### config.mk
export PLATFORM = sky130hd
export DESIGN_NAME = hfna_cmd_fifo
export DESIGN_NICKNAME = d
export VERILOG_FILES = /design/src/rtl/hfna_pkg.sv /design/src/rtl/hfna_cmd_fifo.sv
export SDC_FILE = /design/constraint.sdc
export NUM_CORES = 1
export LEC_CHECK = 0
export BUFFER_PORTS_ARGS = -buffer_cell sky130_fd_sc_hd__buf_2
export CORE_MARGIN = 2
export CORE_UTILIZATION = 59
export DETAILED_ROUTE_END_ITERATION = 12
export GPL_TIMING_DRIVEN = 0
export PLACE_DENSITY = 0.8
export RECOVER_POWER = 25
export SLEW_MARGIN = 20
export SYNTH_ARGS = -nofsm -noshare
export SYNTH_HDL_FRONTEND = slang
export SYNTH_SLANG_ARGS = --single-unit
### constraint.sdc
create_clock -name clk_i -period 6.2 [get_ports clk_i]
set_input_delay 0.31 -clock clk_i [delete_from_list [all_inputs] [get_ports clk_i]]
set_output_delay 0.31 -clock clk_i [all_outputs]
set_load 0.02 [all_outputs]
### src/rtl/hfna_pkg.sv
`default_nettype none
// ----------------------------------------------------------------------------
// hfna_pkg
// Shared widths, register indexes, cell and command types, and the
// reciprocal table used by the neighbor mean.
// ----------------------------------------------------------------------------
package hfna_pkg;

  localparam int HFNA_MAX_WIDTH = 1024;

  localparam int CH_W          = 8;
  localparam int IMG_WIDTH_W   = 11;
  localparam int IMG_HEIGHT_W  = 16;
  localparam int CFG_IDX_W     = 2;
  localparam int CFG_DATA_W    = 16;
  localparam int QUEUE_DEPTH   = 4;
  localparam int NUM_NEIGHBORS = 8;
  localparam int SUM_W         = 11;
  localparam int NCNT_W        = 4;
  localparam int RECIP_W       = 15;
  localparam int RECIP_SHIFT   = 14;

  localparam logic [CFG_IDX_W-1:0] CFG_IMAGE_WIDTH  = 2'd0;
  localparam logic [CFG_IDX_W-1:0] CFG_IMAGE_HEIGHT = 2'd1;

  localparam logic [IMG_WIDTH_W-1:0]  IMAGE_WIDTH_RESET  = 11'd640;
  localparam logic [IMG_HEIGHT_W-1:0] IMAGE_HEIGHT_RESET = 16'd480;

  typedef struct packed {
    logic            hole;
    logic [CH_W-1:0] blue;
    logic [CH_W-1:0] green;
    logic [CH_W-1:0] red;
  } hfna_cell_t;

  localparam hfna_cell_t HOLE_CELL = '{hole: 1'b1, blue: '0, green: '0, red: '0};

  // one line-buffer entry: the two rows above the incoming one
  typedef struct packed {
    hfna_cell_t older;
    hfna_cell_t newer;
  } hfna_pair_t;

  typedef struct packed {
    logic       wr_row;
    logic       top_vld;
    logic       mid_vld;
    logic       first_col;
    logic       emit;
    logic       frame_end;
    hfna_cell_t bottom;
  } hfna_cmd_t;

  // ceil(2^14 / n), exact floor division for numerators below 2048
  function automatic logic [RECIP_W-1:0] hfna_recip(input logic [NCNT_W-1:0] n);
    logic [RECIP_W-1:0] r;
    unique case (n)
      4'd1:    r = 15'd16384;
      4'd2:    r = 15'd8192;
      4'd3:    r = 15'd5462;
      4'd4:    r = 15'd4096;
      4'd5:    r = 15'd3277;
      4'd6:    r = 15'd2731;
      4'd7:    r = 15'd2341;
      4'd8:    r = 15'd2048;
      default: r = '0;
    endcase
    return r;
  endfunction

endpackage
`default_nettype wire

### src/rtl/hfna_cmd_fifo.sv
`default_nettype none
// ----------------------------------------------------------------------------
// hfna_cmd_fifo
// Short command queue between the front end and the back end.
// ----------------------------------------------------------------------------
module hfna_cmd_fifo #(
  parameter int WIDTH = 8,
  parameter int DEPTH = hfna_pkg::QUEUE_DEPTH
) (
  input  wire logic             clk_i,
  input  wire logic             rst_ni,
  input  wire logic             push_i,
  input  wire logic [WIDTH-1:0] data_i,
  output logic                  full_o,
  input  wire logic             pop_i,
  output logic [WIDTH-1:0]      data_o,
  output logic                  empty_o
);
  localparam int PtrW = $clog2(DEPTH);
  localparam int CntW = $clog2(DEPTH + 1);

  logic [WIDTH-1:0] mem_q [DEPTH];
  logic [PtrW-1:0]  wr_ptr_q, rd_ptr_q;
  logic [CntW-1:0]  cnt_q;
  logic             do_push, do_pop;

  assign full_o  = cnt_q == CntW'(DEPTH);
  assign empty_o = cnt_q == '0;
  assign do_push = push_i && !full_o;
  assign do_pop  = pop_i && !empty_o;
  assign data_o  = mem_q[rd_ptr_q];

  always_ff @(posedge clk_i) begin
    if (do_push) begin
      mem_q[wr_ptr_q] <= data_i;
    end
  end

  always_ff @(posedge clk_i or negedge rst_ni) begin
    if (!rst_ni) begin
      wr_ptr_q <= '0;
      rd_ptr_q <= '0;
      cnt_q    <= '0;
    end else begin
      if (do_push) begin
        wr_ptr_q <= (wr_ptr_q == PtrW'(DEPTH - 1)) ? '0 : wr_ptr_q + PtrW'(1);
      end
      if (do_pop) begin
        rd_ptr_q <= (rd_ptr_q == PtrW'(DEPTH - 1)) ? '0 : rd_ptr_q + PtrW'(1);
      end
      case ({do_push, do_pop})
        2'b10:   cnt_q <= cnt_q + CntW'(1);
        2'b01:   cnt_q <= cnt_q - CntW'(1);
        default: cnt_q <= cnt_q;
      endcase
    end
  end

endmodule
`default_nettype wire

==> metrics.cfg <==
[power]
p_per_area_nw_per_um2=463
netSwitchingPower_uw=284
leakage_uw=0.000704
peakVddDrop_uv=322
seq_power_share_pct=46.2
internal_power_uw=550
pwr-share-clk_pct=13.8
p_total_uw=834
p_comb_share_pct=39.9
netSwitchingFraction_pct=34.0

[cts]
path_clk_slew_ps=100
htreeDepth=2
cts_made_buffers=5
clock_latency_ps=330
clkSinkCount=39
cts_tree=yes
clockBufferDepth=2
ctsResizeCount=0
postCtsSetupBuffers=0
cts_hold_buf=1
root_buffer=clkbuf_4

[yosys]
synth-xor-area-share_pct=1.63
synth_top_family_by_area=multiplexers
post_synth.cell_area_avg_sq_um=19.4
synth_top_area_cell=edfxtp_1
yosysWarnings=0
yosysSeqAreaShare_pct=70.5
synth_fa_ha_area_share_pct=5.90
synth_cell_types=19
syn-cell-area_sq_um=1610
muxShareOfSynthArea_pct=15.1
synth_compound_area_share_pct=0
netlist_instances=83
synth_area_leaders=edfxtp_1 (60%), mux4_2 (11%), dfrtp_1 (11%)
synth_top_cell_area_share_pct=59.6
synth_nets=102
yosys.area_share.simple_pct=4.50
synth-seq-cells=39

[timing]
drv_slew=0
rsz0062_at_grt=no
min_period_ps=2200
fmax_ghz=0.455
setup_tns_ps=0
worst_slew_pin_slew_ps=549
hold_viol=0
fin_crit_sh_pct=35.4
skew_ps=6.96
setup_violations=0
relSlewSlack_pct=63.4

[die]
dieArea_sq_um=3170
rows=18
fp.dieH_um=56.3
core_area_sq_um=2520
initial_utilization_pct=63.9
io_pins=22
die_w_um=56.3

[cells_and_area]
fin_nets=131
finalCoreUtilization_pct=71.5
num_antenna_cells=0
area_growth_pct=11.9
final_area_sq_um=1800
drive_gt1_share_pct=32.7

[worst_setup_path]
path_cells=or3b_4, and2_4, inv_1, ha_1, inv_1, fa_1, xor2_1, nor2_1, xor2_1
path_buf_inv=2
criticalPathCategory=flip-flop to flip-flop
path_max_fanout=6
cpLargestDelayFamily=simple AND/OR/NAND/NOR gates
endpoint_kind=flip-flop
max_stage_delay_ps=440
cp.arrival_ps=2460
cp_slowest_cell=or3b_4
startpoint=cnt_q[0]$_DFFE_PN0P_
worst_setup_path_start_kind=flip-flop
cp.required_ps=6460
crit-reg2reg-launch=cnt_q[0]$_DFFE_PN0P_

[place]
io_buffers=21
post_dp_cell_area_sq_um=1750
gp_congestion=0.669
hpwl_um=1720

[detailed_routing]
drt_iter0_drc=13
route.vias.total=785
via_per_inst=5.49
drc=0
wl_per_cell_um=16.7
wl_um=2400
drt_pass1_iterations=4
ant_nets=0

[global_routing]
overflow=0
grt_use_total_pct=17.7
grt_max_degree=12
grt_pass1_wl_um=3930
antenna_found_initial=0
first_global_vias=805

[run]
drv_cap=0

[run_status]
status=finished, final reports clean

[hold_path]
hp-start=data_i[7]
hold_path.class=input pin to flip-flop

==> cell type report <==
type / instances / area [sq um]
fill: 169 / 719
timing repair buffer: 22 / 105
sequential: 39 / 1140
clock inverter: 2 / 7.51
inverter: 8 / 30.0
buffer: 2 / 8.76
clock buffer: 6 / 41.3
tap: 30 / 37.5
multi-input combinational: 34 / 437
==> flip-flops by register name, indices dropped and copies added, names as in the netlist <==
| register | cells |
|---|---|
| rd_ptr_q | 2 |
| mem_q | 32 |
| wr_ptr_q | 2 |
| cnt_q | 3 |
==> cells in the final DEF (no fill, tap or decap), drive strengths merged <==
master,n
edfxtp,32
buf,15
clkbuf,14
inv,8
mux4,8
dfrtp,7
ha,6
and3,4
mux2,4
nor2,3
xor2,2
clkinv,2
nor3,1
nand2b,1
or3b,1
and2,1
mux2i,1
xnor2,1
fa,1
dlygate4sd3,1
==> layer usage <==
metal,vias to the layer above,global-route usage (%),wire (um)
li1,374,-,-
met1,386,20.4,960
met2,23,29.4,1280
met3,2,6.68,123
met4,0,8.16,27
met5,-,0,0
==> cells in the mapped netlist <==
cell type  count
mux4_2         8
mux2i_1        1
nor2_1         3
xor2_1         2
mux2_4         2
ha_1           6
dfrtp_1        7
fa_1           1
mux2_2         2
xnor2_1        1
and2_4         1
nand2b_1       1
edfxtp_1      32
nor3_1         1
or3b_4         1
and3_2         4
buf_2          1
inv_1          8
buf_1          1
==> per-stage QoR <==
step | instances | hold slack (ps) | setup slack, ps
final | 143 | 239 | 4000
after global routing | 143 | 227 | 3860
after CTS | 143 | 177 | 3990
after detailed placement | 134 | 156 | 4010
after global placement | 134 | 148 | 4040
after floorplan | 83 | 14.4 | 4110
==> worst register-to-register path, delay by kind of cell (launching register included) <==
family	cells	cell delay [ps]
xor gates and xnor gates	2	300
adders and majority gates	2	550
buffers and inverters	2	120
DFF	1	430
and+or+nand+nor	3	740
==> cells by family (layout without fill, tap and decap cells) <==
family | Yosys count | in the layout
xor gates and xnor gates | 3 | 3
adders and majority gates | 7 | 7
and+or+nand+nor | 11 | 11
muxes | 13 | 13
DFF | 39 | 39
buffers and inverters | 10 | 40
==> worst paths after layout <==
path	end	slack [ps]	depth (start not counted)
hold reg to reg	cnt_q[2]$_DFFE_PN0P_	500	1
min in group asynchronous	wr_ptr_q[0]$_DFFE_PN0P_	350	2
hold / removal	mem_q[3][7]$_DFFE_PP_	240	1
setup reg to reg	cnt_q[2]$_DFFE_PN0P_	4000	9
max in group asynchronous	wr_ptr_q[1]$_DFFE_PN0P_	5680	2
setup / recovery	cnt_q[2]$_DFFE_PN0P_	4000	9
==> power by group through the flow <==
stage	combinational [uW]	sequential (uW)	clock, uW
2_1_floorplan	257	381	0
4_1_cts	342	385	118
3_3_place_gp	328	386	0
5_1_grt	366	392	131
3_5_place_dp	341	391	0
6_report	333	385	115
Power figures use the tool's default switching activity.
