--- src/rtl/hfna_pkg.sv ---
`default_nettype none
// ----------------------------------------------------------------------------
// hfna_pkg
// Shared widths, register indexes, cell and command types, and the
// reciprocal table used by the neighbor mean.
// ----------------------------------------------------------------------------
package hfna_pkg;

  localparam int HFNA_MAX_WIDTH = 1024;

  localparam int CH_W          = 8;
  localparam int IMG_WIDTH_W   = 11;
  localparam int IMG_HEIGHT_W  = 16;
  localparam int CFG_IDX_W     = 2;
  localparam int CFG_DATA_W    = 16;
  localparam int QUEUE_DEPTH   = 4;
  localparam int NUM_NEIGHBORS = 8;
  localparam int SUM_W         = 11;
  localparam int NCNT_W        = 4;
  localparam int RECIP_W       = 15;
  localparam int RECIP_SHIFT   = 14;

  localparam logic [CFG_IDX_W-1:0] CFG_IMAGE_WIDTH  = 2'd0;
  localparam logic [CFG_IDX_W-1:0] CFG_IMAGE_HEIGHT = 2'd1;

  localparam logic [IMG_WIDTH_W-1:0]  IMAGE_WIDTH_RESET  = 11'd640;
  localparam logic [IMG_HEIGHT_W-1:0] IMAGE_HEIGHT_RESET = 16'd480;

  typedef struct packed {
    logic            hole;
    logic [CH_W-1:0] blue;
    logic [CH_W-1:0] green;
    logic [CH_W-1:0] red;
  } hfna_cell_t;

  localparam hfna_cell_t HOLE_CELL = '{hole: 1'b1, blue: '0, green: '0, red: '0};

  // one line-buffer entry: the two rows above the incoming one
  typedef struct packed {
    hfna_cell_t older;
    hfna_cell_t newer;
  } hfna_pair_t;

  typedef struct packed {
    logic       wr_row;
    logic       top_vld;
    logic       mid_vld;
    logic       first_col;
    logic       emit;
    logic       frame_end;
    hfna_cell_t bottom;
  } hfna_cmd_t;

  // ceil(2^14 / n), exact floor division for numerators below 2048
  function automatic logic [RECIP_W-1:0] hfna_recip(input logic [NCNT_W-1:0] n);
    logic [RECIP_W-1:0] r;
    unique case (n)
      4'd1:    r = 15'd16384;
      4'd2:    r = 15'd8192;
      4'd3:    r = 15'd5462;
      4'd4:    r = 15'd4096;
      4'd5:    r = 15'd3277;
      4'd6:    r = 15'd2731;
      4'd7:    r = 15'd2341;
      4'd8:    r = 15'd2048;
      default: r = '0;
    endcase
    return r;
  endfunction

endpackage
`default_nettype wire

--- src/rtl/hfna_in_if.sv ---
`default_nettype none
// ----------------------------------------------------------------------------
// hfna_in_if
// Pixel input channel: valid/ready with one raster pixel or a drain beat.
// ----------------------------------------------------------------------------
interface hfna_in_if;
  import hfna_pkg::*;

  logic            valid;
  logic            ready;
  logic [CH_W-1:0] red_in;
  logic [CH_W-1:0] green_in;
  logic [CH_W-1:0] blue_in;
  logic            is_hole;
  logic            drain;

  modport source (
    output valid, red_in, green_in, blue_in, is_hole, drain,
    input  ready
  );

  modport sink (
    input  valid, red_in, green_in, blue_in, is_hole, drain,
    output ready
  );
endinterface
`default_nettype wire

--- src/rtl/hfna_front.sv ---
`default_nettype none
// ----------------------------------------------------------------------------
// hfna_front
// Accepts pixel and drain beats, tracks raster position and the flush count,
// and turns each beat into a line-buffer command for the back end.
// ----------------------------------------------------------------------------
module hfna_front #(
  parameter int MAX_WIDTH = hfna_pkg::HFNA_MAX_WIDTH
) (
  input  wire logic                             clk_i,
  input  wire logic                             rst_ni,
  input  wire logic                             cfg_we_i,
  input  wire logic [hfna_pkg::CFG_IDX_W-1:0]   cfg_idx_i,
  input  wire logic [hfna_pkg::CFG_DATA_W-1:0]  cfg_wdata_i,
  hfna_in_if.sink                               pix_i,
  input  wire logic                             q_full_i,
  output logic                                  q_push_o,
  output logic [$clog2(MAX_WIDTH)-1:0]          q_addr_o,
  output hfna_pkg::hfna_cmd_t                   q_cmd_o
);
  import hfna_pkg::*;

  localparam int AddrW = $clog2(MAX_WIDTH);
  localparam int CntW  = $clog2(MAX_WIDTH + 2);

  logic [IMG_WIDTH_W-1:0]  img_w_q;
  logic [IMG_HEIGHT_W-1:0] img_h_q;
  logic [AddrW-1:0]        col_q, col_d;
  logic [IMG_HEIGHT_W-1:0] row_q, row_d;
  logic [CntW-1:0]         pend_q, pend_d;

  logic [CntW-1:0]         eff_w;
  logic [IMG_HEIGHT_W-1:0] eff_h;
  logic [AddrW-1:0]        c;
  logic [CntW-1:0]         k;
  logic [IMG_HEIGHT_W:0]   row_inc;
  logic                    h_ge2, r_ge1, r_ge2, c_zero;
  logic                    accept, cfg_hit;

  always_comb begin
    if (img_w_q == '0) begin
      eff_w = CntW'(1);
    end else if (int'(img_w_q) > MAX_WIDTH) begin
      eff_w = CntW'(MAX_WIDTH);
    end else begin
      eff_w = CntW'(img_w_q);
    end
  end

  assign eff_h   = (img_h_q == '0) ? IMG_HEIGHT_W'(1) : img_h_q;
  assign c       = (CntW'(col_q) >= eff_w) ? '0 : col_q;
  assign k       = eff_w + CntW'(1) - pend_q;
  assign row_inc = {1'b0, row_q} + (IMG_HEIGHT_W + 1)'(1);
  assign h_ge2   = eff_h > IMG_HEIGHT_W'(1);
  assign r_ge1   = row_q != '0;
  assign r_ge2   = row_q > IMG_HEIGHT_W'(1);
  assign c_zero  = c == '0;

  assign pix_i.ready = !q_full_i;
  assign accept      = pix_i.valid && pix_i.ready;
  assign cfg_hit     = cfg_we_i &&
                       (cfg_idx_i == CFG_IMAGE_WIDTH || cfg_idx_i == CFG_IMAGE_HEIGHT);

  always_comb begin
    col_d    = col_q;
    row_d    = row_q;
    pend_d   = pend_q;
    q_push_o = 1'b0;
    q_addr_o = '0;
    q_cmd_o  = '0;
    q_cmd_o.bottom = HOLE_CELL;
    if (accept) begin
      if (pix_i.drain) begin
        // a drain with nothing owed is swallowed
        if (pend_q != '0) begin
          pend_d   = pend_q - CntW'(1);
          q_push_o = 1'b1;
          if (k >= eff_w) begin
            // closing column past the right edge
            q_cmd_o.first_col = 1'b1;
            q_cmd_o.emit      = 1'b1;
            q_cmd_o.frame_end = 1'b1;
          end else begin
            q_addr_o          = k[AddrW-1:0];
            q_cmd_o.first_col = k == '0;
            q_cmd_o.emit      = (k != '0) || h_ge2;
            q_cmd_o.top_vld   = h_ge2;
            q_cmd_o.mid_vld   = 1'b1;
          end
        end
      end else begin
        pend_d            = '0;
        q_push_o          = 1'b1;
        q_addr_o          = c;
        q_cmd_o.wr_row    = 1'b1;
        q_cmd_o.top_vld   = r_ge2;
        q_cmd_o.mid_vld   = r_ge1;
        q_cmd_o.first_col = c_zero;
        q_cmd_o.emit      = c_zero ? r_ge2 : r_ge1;
        q_cmd_o.bottom    = '{hole: pix_i.is_hole, blue: pix_i.blue_in,
                              green: pix_i.green_in, red: pix_i.red_in};
        if (CntW'(c) + CntW'(1) >= eff_w) begin
          col_d = '0;
          if (row_inc >= {1'b0, eff_h}) begin
            row_d  = '0;
            pend_d = eff_w + CntW'(1);
          end else begin
            row_d = row_inc[IMG_HEIGHT_W-1:0];
          end
        end else begin
          col_d = c + AddrW'(1);
        end
      end
    end
  end

  always_ff @(posedge clk_i or negedge rst_ni) begin
    if (!rst_ni) begin
      img_w_q <= IMAGE_WIDTH_RESET;
      img_h_q <= IMAGE_HEIGHT_RESET;
      col_q   <= '0;
      row_q   <= '0;
      pend_q  <= '0;
    end else begin
      if (cfg_we_i && cfg_idx_i == CFG_IMAGE_WIDTH) begin
        img_w_q <= cfg_wdata_i[IMG_WIDTH_W-1:0];
      end
      if (cfg_we_i && cfg_idx_i == CFG_IMAGE_HEIGHT) begin
        img_h_q <= cfg_wdata_i[IMG_HEIGHT_W-1:0];
      end
      // a register write restarts the frame
      if (cfg_hit) begin
        col_q  <= '0;
        row_q  <= '0;
        pend_q <= '0;
      end else begin
        col_q  <= col_d;
        row_q  <= row_d;
        pend_q <= pend_d;
      end
    end
  end

endmodule
`default_nettype wire

--- src/flat_wrapper.sv ---
// flat-port wrapper written by rule: the top's interface ports become plain ports
module hfna_front_flat import hfna_pkg::*;
#(
  parameter int MAX_WIDTH = hfna_pkg::HFNA_MAX_WIDTH
)
  (clk_i, rst_ni, cfg_we_i, cfg_idx_i, cfg_wdata_i, q_full_i, q_push_o, q_addr_o, q_cmd_o, pix_i_valid, pix_i_red_in, pix_i_green_in, pix_i_blue_in, pix_i_is_hole, pix_i_drain, pix_i_ready);
  hfna_in_if pix_i_i ();
  input  wire logic clk_i;
  input  wire logic rst_ni;
  input  wire logic cfg_we_i;
  input  wire logic [hfna_pkg::CFG_IDX_W-1:0] cfg_idx_i;
  input  wire logic [hfna_pkg::CFG_DATA_W-1:0] cfg_wdata_i;
  input  wire logic q_full_i;
  output logic q_push_o;
  output logic [$clog2(MAX_WIDTH)-1:0] q_addr_o;
  output hfna_pkg::hfna_cmd_t q_cmd_o;
  input wire logic [$bits(pix_i_i.valid)-1:0] pix_i_valid;
  input wire logic [$bits(pix_i_i.red_in)-1:0] pix_i_red_in;
  input wire logic [$bits(pix_i_i.green_in)-1:0] pix_i_green_in;
  input wire logic [$bits(pix_i_i.blue_in)-1:0] pix_i_blue_in;
  input wire logic [$bits(pix_i_i.is_hole)-1:0] pix_i_is_hole;
  input wire logic [$bits(pix_i_i.drain)-1:0] pix_i_drain;
  output wire logic [$bits(pix_i_i.ready)-1:0] pix_i_ready;
  assign pix_i_i.valid = pix_i_valid;
  assign pix_i_i.red_in = pix_i_red_in;
  assign pix_i_i.green_in = pix_i_green_in;
  assign pix_i_i.blue_in = pix_i_blue_in;
  assign pix_i_i.is_hole = pix_i_is_hole;
  assign pix_i_i.drain = pix_i_drain;
  assign pix_i_ready = pix_i_i.ready;
  hfna_front #(.MAX_WIDTH(MAX_WIDTH)) u_core (.clk_i(clk_i), .rst_ni(rst_ni), .cfg_we_i(cfg_we_i), .cfg_idx_i(cfg_idx_i), .cfg_wdata_i(cfg_wdata_i), .pix_i(pix_i_i), .q_full_i(q_full_i), .q_push_o(q_push_o), .q_addr_o(q_addr_o), .q_cmd_o(q_cmd_o));
endmodule
--- config.mk ---
export PLATFORM = sky130hd
export DESIGN_NAME = hfna_front_flat
export DESIGN_NICKNAME = d
export VERILOG_FILES = /design/src/rtl/hfna_pkg.sv /design/src/rtl/hfna_in_if.sv /design/src/rtl/hfna_front.sv /design/src/flat_wrapper.sv
export SDC_FILE = /design/constraint.sdc
export NUM_CORES = 1
export LEC_CHECK = 0
export ABC_CLOCK_PERIOD_IN_PS = 9050
export BUFFER_PORTS_ARGS = -buffer_cell sky130_fd_sc_hd__buf_2
export CELL_PAD_IN_SITES_DETAIL_PLACEMENT = 0
export CELL_PAD_IN_SITES_GLOBAL_PLACEMENT = 1
export CORE_MARGIN = 2
export CORE_UTILIZATION = 43
export DETAILED_ROUTE_END_ITERATION = 10
export PLACE_DENSITY_LB_ADDON = 0.1
export SYNTH_ARGS = -nofsm -noshare
export SYNTH_HDL_FRONTEND = slang
export SYNTH_SLANG_ARGS = --single-unit
--- constraint.sdc ---
create_clock -name clk_i -period 9.05 [get_ports clk_i]
set_input_delay 1.81 -clock clk_i [delete_from_list [all_inputs] [get_ports clk_i]]
set_output_delay 1.81 -clock clk_i [all_outputs]
set_load 0.005 [all_outputs]
==> flow_metrics.py, run 1 <==
metrics = {
    "run_status": {
        "status": "finished, final reports clean",
    },
    "synth": {
        "async_flop_share_pct": 100.0,
        "netlist_area_sq_um": 5868,
        "synth_ff_type": "dfrtp_1",
        "yosysMostFrequentCell": "nand2_1",
        "synth_fp_nets": 817,
        "synth_top_cell_by_area": "dfrtp_1",
        "synth_top_cells_by_area": "dfrtp_1 25%, ha_1 14%, nand2_1 5.1%, mux2_2 4.6%, a21oi_1 3.7%",
        "yosysSeqAreaShare_pct": 27.42,
        "yosysWarningCount": 0,
        "synth-edff-count": 0,
        "yosysUniqueCellTypes": 73,
        "ys_ff_latch": 64,
        "synth_common_cells": "79 x nand2_1, 66 x ha_1, 58 x dfrtp_1",
        "synth.top_cell.area_share_pct": 24.73,
        "syn_avg_cell_area_sq_um": 8.371,
        "syn_inst": 701,
    },
    "global_route": {
        "grt_first_pass_wirelength_mm": 27.81,
        "grt_max_degree": 65,
        "antenna_found_initial": 1,
        "grt.total_usage_pct": 24.24,
        "grt_pass1_vias": 5301,
        "grt_overflow": 0,
    },
    "timing": {
        "skew_ps": 5.785,
        "worst_slew_pin_slew_ps": 983.0,
        "hold_viol_final": 0,
        "rsz0062_at_grt": "no",
        "final.period_utilization_pct": 88.06,
        "min_period_ps": 7969,
        "tns_ps": 0,
        "max_freq_ghz": 0.1255,
        "slew_violations": 0,
        "relSlewSlack_pct": 34.22,
        "setup_viol": 0,
    },
    "floorplanning": {
        "placementRows": 42,
        "die_area_sq_um": 14600,
        "chipWidth_microns": 120.8,
        "io_pins": 92,
        "start_util_pct": 44.14,
        "coreArea_sq_um": 13300,
        "die_h_microns": 120.8,
    },
    "placed_design": {
        "place_hpwl_mm": 13.28,
        "placedCellCount": 941,
        "portBuffers": 91,
        "place.gp.congestion": 0.9731,
    },
    "cts": {
        "cts-htree-levels": 3,
        "clockRootBuffer": "clkbuf_16",
        "cts_hold_buf": 0,
        "postCtsResizedCells": 0,
        "clk_latency_ps": 340,
        "clk_path_buf_depth": 2,
        "clock-sinks": 64,
        "cts_tree": "built",
        "cts_made_buffers": 9,
        "cts_setup_buffers": 0,
        "clk_pin_slew_ps": 60,
    },
    "power_and_ir_drop": {
        "p_int_uw": 892.6,
        "p_clk_share_pct": 23.9,
        "combPwrFrac_pct": 51.7,
        "ir_drop_mv": 0.09809,
        "p_sw_share_pct": 42.47,
        "seq_power_share_pct": 24.4,
        "leakage_nw": 3.289,
        "switching_power_uw": 658.8,
        "power_density_nw_per_um2": 229.7,
    },
    "drt": {
        "drt_wl_total_mm": 17.17,
        "drt-vias-per-instance": 5.740,
        "drc": 0,
        "ant_nets": 0,
        "dr.pass1.iters": 5,
        "dr_total_vias": 5487,
        "drtIter0Drc": 304,
        "wire_per_inst_microns": 17.96,
    },
    "finish": {
        "seqCellArea_sq_um": 1609,
        "syn_to_final_growth_pct": 15.12,
        "num-fill-cells": 1261,
        "final_cells": 956,
        "drive_above_1_share_pct": 20.13,
        "n_antenna_cell": 0,
        "finalNetCount": 892,
        "multi_input_area_sq_um": 3975,
    },
    "setup_path": {
        "cp-start-kind": "register",
        "path_class": "register to primary output",
        "required_ps": 7240,
        "cp-end-kind": "primary output",
        "crit_fanout": 10,
        "reg2reg_slack_ps": 1840,
        "arrival_ps": 6160,
    },
    "flow_run": {
        "drv.max_cap_violation_count": 0,
    },
    "hold_path": {
        "hold_class": "register to register",
    },
}
-- cell usage in the layout (no fill, tap or decap), types with 4 or more instances in the layout --
master / count
buf_2: 91
nand2_1: 79
ha_1: 66
dfrtp_1: 58
a21oi_1: 43
inv_1: 41
nor2_1: 41
o21ai_0: 37
nand3_1: 32
and3_1: 31
mux2_2: 24
nor3_1: 22
xor2_1: 20
xnor2_1: 18
nor4_1: 13
nand4_1: 9
o21a_1: 9
clkbuf_16: 9
nor2b_1: 8
a21o_1: 7
a31oi_1: 7
o2bb2ai_1: 7
nand2b_1: 6
dfstp_2: 6
and4_1: 5
nor3b_1: 4
o21bai_1: 4
a211oi_1: 4
or3_1: 4
o31ai_1: 4
nand3b_1: 4
a22o_1: 4
buf_4: 4
-- cell families after synthesis --
| group | Yosys count | synth area share [%] |
|---|---|---|
| xor gates and xnor gates | 39 | 6.055 |
| adders and majority gates | 67 | 14.41 |
| DFF | 64 | 27.42 |
| muxes | 24 | 4.606 |
| AOI/OAI and AO/OA | 158 | 18.19 |
| buffers and inverters | 74 | 4.883 |
| and+or+nand+nor | 275 | 24.44 |
-- through the flow --
step                      setup WS, ps  cell area [sq um]  power [mW]  utilization (%)  hold WS [ps]
after floorplan                   2395               5868      0.9518                -         471.4
after global placement            1831               6451       1.153            48.52         485.0
after detailed placement          1488               6451       1.166            48.52         524.6
after CTS                         1109               6755       1.544            50.81         538.1
after global routing             621.6               6755       1.670            50.81         550.7
final                             1081               6755       1.551            50.81         531.7
-- worst paths after layout --
path / endpoint / cells past startpoint / start
max: q_addr_o[2] / 21 / u_core.img_w_q[5]
max reg2reg: u_core.col_q[5] / 25 / u_core.img_w_q[5]
min: u_core.img_h_q[0] / 1 / u_core.img_h_q[0]
min reg2reg: u_core.img_h_q[0] / 1 / u_core.img_h_q[0]
max in group asynchronous: u_core.pend_q[10] / 2 / rst_ni
min in group asynchronous: u_core.img_h_q[12] / 2 / rst_ni
-- critical path, cell delays in order (launching register included) --
cell and delay (ps):
dfrtp_1 430, nor4_1 310, nand3_1 140, a21oi_1 530, ha_1 290, and3_1 200, and4_1 270, nand3_1 110
xor2_1 240, ha_1 310, a21oi_1 200, nor2b_1 70, a311o_1 340, xnor3_1 380, ha_1 280, o21a_1 120
and4_1 190, a211oi_1 560, nand2_1 220, a21o_1 320, a21oi_1 160, buf_2 130
-- sequential cells by signal (all words and copies together) (netlist names) --
register	cells
u_core.row_q	16
u_core.pend_q	11
u_core.col_q	10
u_core.img_w_q	11
u_core.img_h_q	16
-- routing by layer --
| layer | routed length (microns) | vias up | track usage [%] | part of all wire (%) |
|---|---|---|---|---|
| li1 | - | 2692 | - | - |
| met1 | 8323 | 2593 | 34.20 | 48 |
| met3 | 1056 | 19 | 3.113 | 6.1 |
| met4 | 256 | 0 | 7.122 | 1.5 |
| met5 | 0 | - | 0 | 0 |
| met2 | 7535 | 183 | 38.76 | 44 |
-- cell type report --
type / instances / area share [%]
well taps: 176 / 3.260
repair buffers: 95 / 7.187
flip-flops and latches: 64 / 23.82
clock inverters: 3 / 1.000
multi-input cells: 563 / 58.84
inverters: 43 / 2.389
clock buffers: 12 / 3.501
-- power groups by stage --
| stage | Combinational, mW | Sequential, mW | Clock (mW) |
|---|---|---|---|
| 3_5_place_dp | 0.785 | 0.381 | 0 |
| 6_report | 0.803 | 0.378 | 0.371 |
| 4_1_cts | 0.792 | 0.377 | 0.375 |
| 2_1_floorplan | 0.587 | 0.365 | 0 |
| 3_3_place_gp | 0.774 | 0.379 | 0 |
| 5_1_grt | 0.896 | 0.385 | 0.388 |
Note: power is estimated with default switching activity, not from simulation.
==> run 2, diff against run 1 <==
--- a/config.mk
+++ b/config.mk
@@ -12,6 +12,7 @@
 export CORE_MARGIN = 2
 export CORE_UTILIZATION = 43
 export DETAILED_ROUTE_END_ITERATION = 10
+export HOLD_SLACK_MARGIN = 0.03
 export PLACE_DENSITY_LB_ADDON = 0.1
 export SYNTH_ARGS = -nofsm -noshare
 export SYNTH_HDL_FRONTEND = slang
==> constraint.sdc (replaced) <==
create_clock -name clk_i -period 9.05 [get_ports clk_i]
set_input_delay 1.81 -clock clk_i [delete_from_list [all_inputs] [get_ports clk_i]]
set_output_delay 1.81 -clock clk_i [all_outputs]
set_load 0.1 [all_outputs]
==> flow_metrics.py, run 2 (synthesized netlist as in run 1, its figures left out) <==
metrics = {
    "run_status": {
        "status": "finished, final reports clean",
    },
    "placed_design": {
        "placed_area_sq_um": 6451,
        "placedCellCount": 941,
        "place.gp.congestion": 0.9597,
        "place_hpwl_mm": 13.51,
        "portBuffers": 91,
    },
    "cts": {
        "postCtsResizedCells": 0,
        "clk_pin_slew_ps": 60,
        "cts_tree": "built",
        "cts-htree-levels": 3,
        "clk_latency_ps": 340,
        "cts_hold_buf": 0,
        "cts_made_buffers": 9,
        "cts_setup_buffers": 0,
        "clockRootBuffer": "clkbuf_16",
        "clock-sinks": 64,
        "clk_path_buf_depth": 2,
    },
    "timing": {
        "skew_ps": 6.648,
        "final.period_utilization_pct": 91.13,
        "slew_violations": 0,
        "setup_viol": 0,
        "rsz0062_at_grt": "no",
        "min_period_ps": 8247,
        "worst_slew_pin_slew_ps": 997.0,
        "max_freq_ghz": 0.1213,
        "relSlewSlack_pct": 33.29,
        "tns_ps": 0,
        "hold_viol_final": 0,
    },
    "floorplanning": {
        "start_util_pct": 44.14,
        "die_h_microns": 120.8,
        "io_pins": 92,
        "chipWidth_microns": 120.8,
        "coreArea_sq_um": 13300,
        "placementRows": 42,
        "die_area_sq_um": 14600,
    },
    "setup_path": {
        "arrival_ps": 6440,
        "cp-end-kind": "primary output",
        "rr_worst_depth": 25,
        "reg2reg_slack_ps": 1710,
        "path_class": "register to primary output",
        "r2r_end": "u_core.col_q[5]",
        "crit_fanout": 10,
        "cp-startpoint": "u_core.img_w_q[5]",
        "cp-start-kind": "register",
        "r2r-start": "u_core.img_w_q[5]",
        "required_ps": 7240,
    },
    "power_and_ir_drop": {
        "power_density_nw_per_um2": 250.8,
        "p_sw_share_pct": 47.23,
        "switching_power_uw": 801.2,
        "p_int_uw": 895.2,
        "combPwrFrac_pct": 55.4,
        "ir_drop_mv": 0.09402,
        "p_clk_share_pct": 22.3,
        "seq_power_share_pct": 22.3,
        "leakage_nw": 3.296,
    },
    "global_route": {
        "grt_max_degree": 65,
        "grt_pass1_vias": 5472,
        "grt_first_pass_wirelength_mm": 28.51,
        "grt.total_usage_pct": 25.05,
        "grt_overflow": 0,
        "antenna_found_initial": 0,
    },
    "finish": {
        "final_cells": 957,
        "seqCellArea_sq_um": 1609,
        "n_antenna_cell": 0,
        "final_core_util_pct": 50.88,
        "drive_above_1_share_pct": 20.36,
        "num-fill-cells": 1281,
        "final_cell_area_sq_um": 6765,
        "syn_to_final_growth_pct": 15.29,
        "multi_input_area_sq_um": 3975,
        "layout_commonest_cell": "buf_2",
        "biggestRegsByFlops": "u_core.img_h_q (16), u_core.row_q (16)",
        "final_cell_mix": "91 x buf_2, 79 x nand2_1, 66 x ha_1, 58 x dfrtp_1, 43 x a21oi_1",
        "finalNetCount": 892,
    },
    "drt": {
        "dr_total_vias": 5587,
        "wire_per_inst_microns": 18.29,
        "drtIter0Drc": 397,
        "ant_nets": 0,
        "drt_wl_total_mm": 17.50,
        "drc": 0,
        "drt-vias-per-instance": 5.838,
        "dr.pass1.iters": 5,
    },
    "flow_run": {
        "drv.max_cap_violation_count": 0,
    },
    "hold_path": {
        "hold_start": "u_core.img_h_q[0]",
        "hold_depth": 1,
        "hold_end": "u_core.img_h_q[0]",
        "hold_class": "register to register",
    },
}
## run 2: cell count changes in the layout (fill, tap and decap cells not counted), sizes merged
cell,previous run,this run
clkbuf,12,11
clkinv,1,3
## run 2: stage by stage
step / total power, mW / setup WS [ps] / hold slack, ps
finish: 1.696 / 802.7 / 511.2
global route: 1.819 / 353.3 / 529.2
detailed placement: 1.301 / 1242 / 495.5
floorplan: 1.079 / 1060 / 471.4
global placement: 1.278 / 1479 / 483.3
CTS: 1.686 / 895.7 / 507.6
## run 2: power by group through the flow
stage	sequential [mW]	clock, mW	combinational, mW
2_1_floorplan	0.365	0	0.714
3_3_place_gp	0.379	0	0.899
3_5_place_dp	0.382	0	0.919
4_1_cts	0.377	0.383	0.926
5_1_grt	0.385	0.398	1.04
6_report	0.378	0.379	0.939
## run 2: layout make-up
class,count,share of cell area [%]
inverters,43,2.386
well taps,176,3.255
clock inverters,5,1.202
multi-input cells,563,58.76
clock buffers,11,3.440
repair buffers,95,7.176
flip-flops and latches,64,23.78
## run 2: worst max path at each step
stage,endpoint,slack (ps),cells after the start
6_report,q_addr_o[2],800,21
5_1_grt,q_cmd_o[28],350,22
4_1_cts,q_addr_o[2],900,21
3_5_place_dp,q_addr_o[3],1240,21
3_3_place_gp,q_cmd_o[28],1480,20
2_1_floorplan,q_addr_o[1],1060,20
## run 2: worst max-delay path: stages, from the launching register on
cell      delay, ps
dfrtp_1         430
nor4_1          300
nand3_1         140
a21oi_1         530
ha_1            290
and3_1          210
and4_1          270
nand3_1         120
xor2_1          220
ha_1            300
a21oi_1         220
nor2b_1          70
a311o_1         340
xnor3_1         380
ha_1            280
o21a_1          130
and4_1          200
a211oi_1        540
nand2_1         200
a21o_1          320
a21oi_1         150
buf_2           440
## run 2: metal layers
metal	wire [microns]	vias to the layer above	global-route usage [%]
met2	7932	179	40.17
li1	-	2691	-
met1	8384	2692	35.11
met4	259	0	6.831
met5	0	-	0
met3	926	25	3.774
==> run 3, diff against run 2 <==
--- a/config.mk
+++ b/config.mk
@@ -5,12 +5,12 @@
 export SDC_FILE = /design/constraint.sdc
 export NUM_CORES = 1
 export LEC_CHECK = 0
-export ABC_CLOCK_PERIOD_IN_PS = 9050
+export ABC_CLOCK_PERIOD_IN_PS = 7580
 export BUFFER_PORTS_ARGS = -buffer_cell sky130_fd_sc_hd__buf_2
 export CELL_PAD_IN_SITES_DETAIL_PLACEMENT = 0
 export CELL_PAD_IN_SITES_GLOBAL_PLACEMENT = 1
 export CORE_MARGIN = 2
-export CORE_UTILIZATION = 43
+export CORE_UTILIZATION = 39
 export DETAILED_ROUTE_END_ITERATION = 10
 export HOLD_SLACK_MARGIN = 0.03
 export PLACE_DENSITY_LB_ADDON = 0.1
==> constraint.sdc (replaced) <==
create_clock -name clk_i -period 7.58 [get_ports clk_i]
set_input_delay 1.516 -clock clk_i [delete_from_list [all_inputs] [get_ports clk_i]]
set_output_delay 1.516 -clock clk_i [all_outputs]
set_load 0.1 [all_outputs]
==> flow_metrics.py, run 3 (synthesized netlist as in run 1, its figures left out) <==
metrics = {
    "drt": {
        "wire_per_inst_microns": 18.60,
        "wl_met1_mm": 8.648,
        "drt-vias-per-instance": 5.790,
        "wl_met2_mm": 8.138,
        "drt_wl_total_mm": 18.14,
        "ant_nets": 0,
        "drc": 0,
        "dr_total_vias": 5645,
        "drtIter0Drc": 455,
        "top_layer_used": "met4",
        "dr.pass1.iters": 4,
        "met3_length_mm": 1.015,
    },
    "placed_design": {
        "place.gp.congestion": 0.8936,
        "place_hpwl_mm": 13.86,
        "placedCellCount": 951,
        "place_ws_ps": 298.3,
        "portBuffers": 91,
        "placed_area_sq_um": 6641,
    },
    "finish": {
        "final_cell_area_sq_um": 7069,
        "multi_input_area_sq_um": 4020,
        "finalNetCount": 902,
        "drive_above_1_share_pct": 23.14,
        "num-fill-cells": 1427,
        "biggestRegsByFlops": "u_core.img_h_q (16), u_core.row_q (16)",
        "layout_commonest_cell": "buf_2",
        "syn_to_final_growth_pct": 20.47,
        "final_cells": 975,
        "seqCellArea_sq_um": 1609,
        "final_cell_mix": "80 x buf_2, 79 x nand2_1, 66 x ha_1, 58 x dfrtp_1, 41 x inv_1",
        "n_antenna_cell": 0,
    },
    "setup_path": {
        "arrival_ps": 5750,
        "cp-start-kind": "register",
        "crit_fanout": 10,
        "critPathMaxStageDelay_ps": 580,
        "worst_path_max_delay_cell": "dfrtp_1",
        "cp-end-kind": "primary output",
        "cpMostUsedCell": "ha_1",
        "path_class": "register to primary output",
        "crit_path_cell_trace": "clkinvlp_4 -> nand2_1 -> inv_1 -> ha_1 -> and3_1 -> and4_1 -> nand3_1 -> xor2_1 -> ha_1 -> a21oi_1 -> nor2b_1 -> a311o_1 -> xnor3_1 -> ha_1 -> o21a_1 -> and4_1 -> a211oi_1 -> nand2_1 -> a21o_2 -> a21oi_1 -> buf_12",
        "required_ps": 6060,
    },
    "global_route": {
        "grt_overflow": 0,
        "grt.total_usage_pct": 22.98,
        "grt_pass1_vias": 5513,
        "antenna_found_initial": 0,
        "grt_first_pass_wirelength_mm": 29.23,
        "grt_max_degree": 65,
    },
    "cts": {
        "cts-htree-levels": 3,
        "cts_tree": "built",
        "clock-sinks": 64,
        "clk_path_buf_depth": 2,
        "cts_made_buffers": 9,
        "clk_latency_ps": 340,
        "clockRootBuffer": "clkbuf_16",
        "clk_pin_slew_ps": 60,
    },
    "timing": {
        "worst_slew_pin_slew_ps": 1008,
        "skew_ps": 12.26,
        "min_period_ps": 7262,
        "max_freq_ghz": 0.1377,
        "relSlewSlack_pct": 32.70,
        "slew_violations": 0,
        "final.period_utilization_pct": 95.80,
        "setup_viol": 0,
        "layout_setup_ws_ps": 318.0,
        "rsz0062_at_grt": "no",
        "hold_viol_final": 0,
    },
    "flow_run": {
        "drv.max_cap_violation_count": 0,
    },
    "floorplanning": {
        "coreArea_sq_um": 14640,
        "start_util_pct": 40.07,
        "die_area_sq_um": 16040,
        "io_pins": 92,
        "chipWidth_microns": 126.7,
        "placementRows": 44,
        "die_h_microns": 126.7,
    },
    "run_status": {
        "status": "finished, final reports clean",
    },
    "power_and_ir_drop": {
        "power_density_nw_per_um2": 297.2,
        "leakage_nw": 3.377,
        "ir_drop_mv": 0.1277,
        "p_total_mw": 2.101,
    },
    "hold_path": {
        "hold_class": "register to register",
    },
}
[run 3: cell types whose count changed in the layout (fill, tap and decap cells not counted), sizes merged]
| cell | delta |
|---|---|
| clkbuf | -2 |
| clkinv | -1 |
| clkinvlp | +2 |
| inv | +1 |
| buf | +10 |
[run 3: layout make-up]
cell class	instances	area share, %
Multi-Input combinational cell	563	56.87
Sequential cell	64	22.76
Timing Repair Buffer	105	10.27
Clock buffer	9	3.186
Tap cell	184	3.257
Clock inverter	7	1.327
Inverter	43	2.336
[run 3: timing repair]
action	4_1_cts	5_1_grt
gates resized for setup	1	12
buffers inserted	0	8
setup endpoints to repair	7	13
hold buffers	0	0
pin swaps	0	1
endpoints found under the hold margin	0	0
[run 3: report_power, final]
group	switching (mW)	internal (mW)
Sequential	0.0575	0.395
Clock	0.168	0.288
Combinational	0.752	0.441
Total	0.978	1.12
[run 3: path summary, 6_finish.rpt]
check,end,depth (start not counted),from,slack [ps]
max,q_addr_o[7],21,u_core.img_w_q[10],320
min,u_core.img_h_q[0],1,u_core.img_h_q[0],520
max reg2reg,u_core.col_q[6],26,u_core.img_w_q[5],1030
min reg2reg,u_core.img_h_q[0],1,u_core.img_h_q[0],520
max in group asynchronous,u_core.pend_q[10],2,rst_ni,5630
min in group asynchronous,u_core.img_h_q[14],2,rst_ni,1360
[run 3: stage by stage]
| stage | util, % | setup TNS, ps | hold WS, ps |
|---|---|---|---|
| after global placement | 45.35 | 0 | 486.4 |
| after global routing | 48.27 | 0 | 536.3 |
| after floorplan | - | -1048 | 471.4 |
| after detailed placement | 45.35 | 0 | 508.8 |
| final | 48.27 | 0 | 520.4 |
| after CTS | 47.56 | 0 | 521.9 |
[run 3: metal layers]
metal	vias up	global-route usage, %
li1	2718	-
met1	2710	32.50
met2	190	36.03
met3	27	3.374
met4	0	8.145
met5	-	0
[run 3: critical path: cells and delay by family (launching register included)]
family / cells / cell delay (ps)
compound gates: 6 / 1570
xor+xnor: 2 / 630
fa+ha+maj: 3 / 840
buf+inv: 3 / 580
flops: 1 / 580
simple gates: 7 / 1200
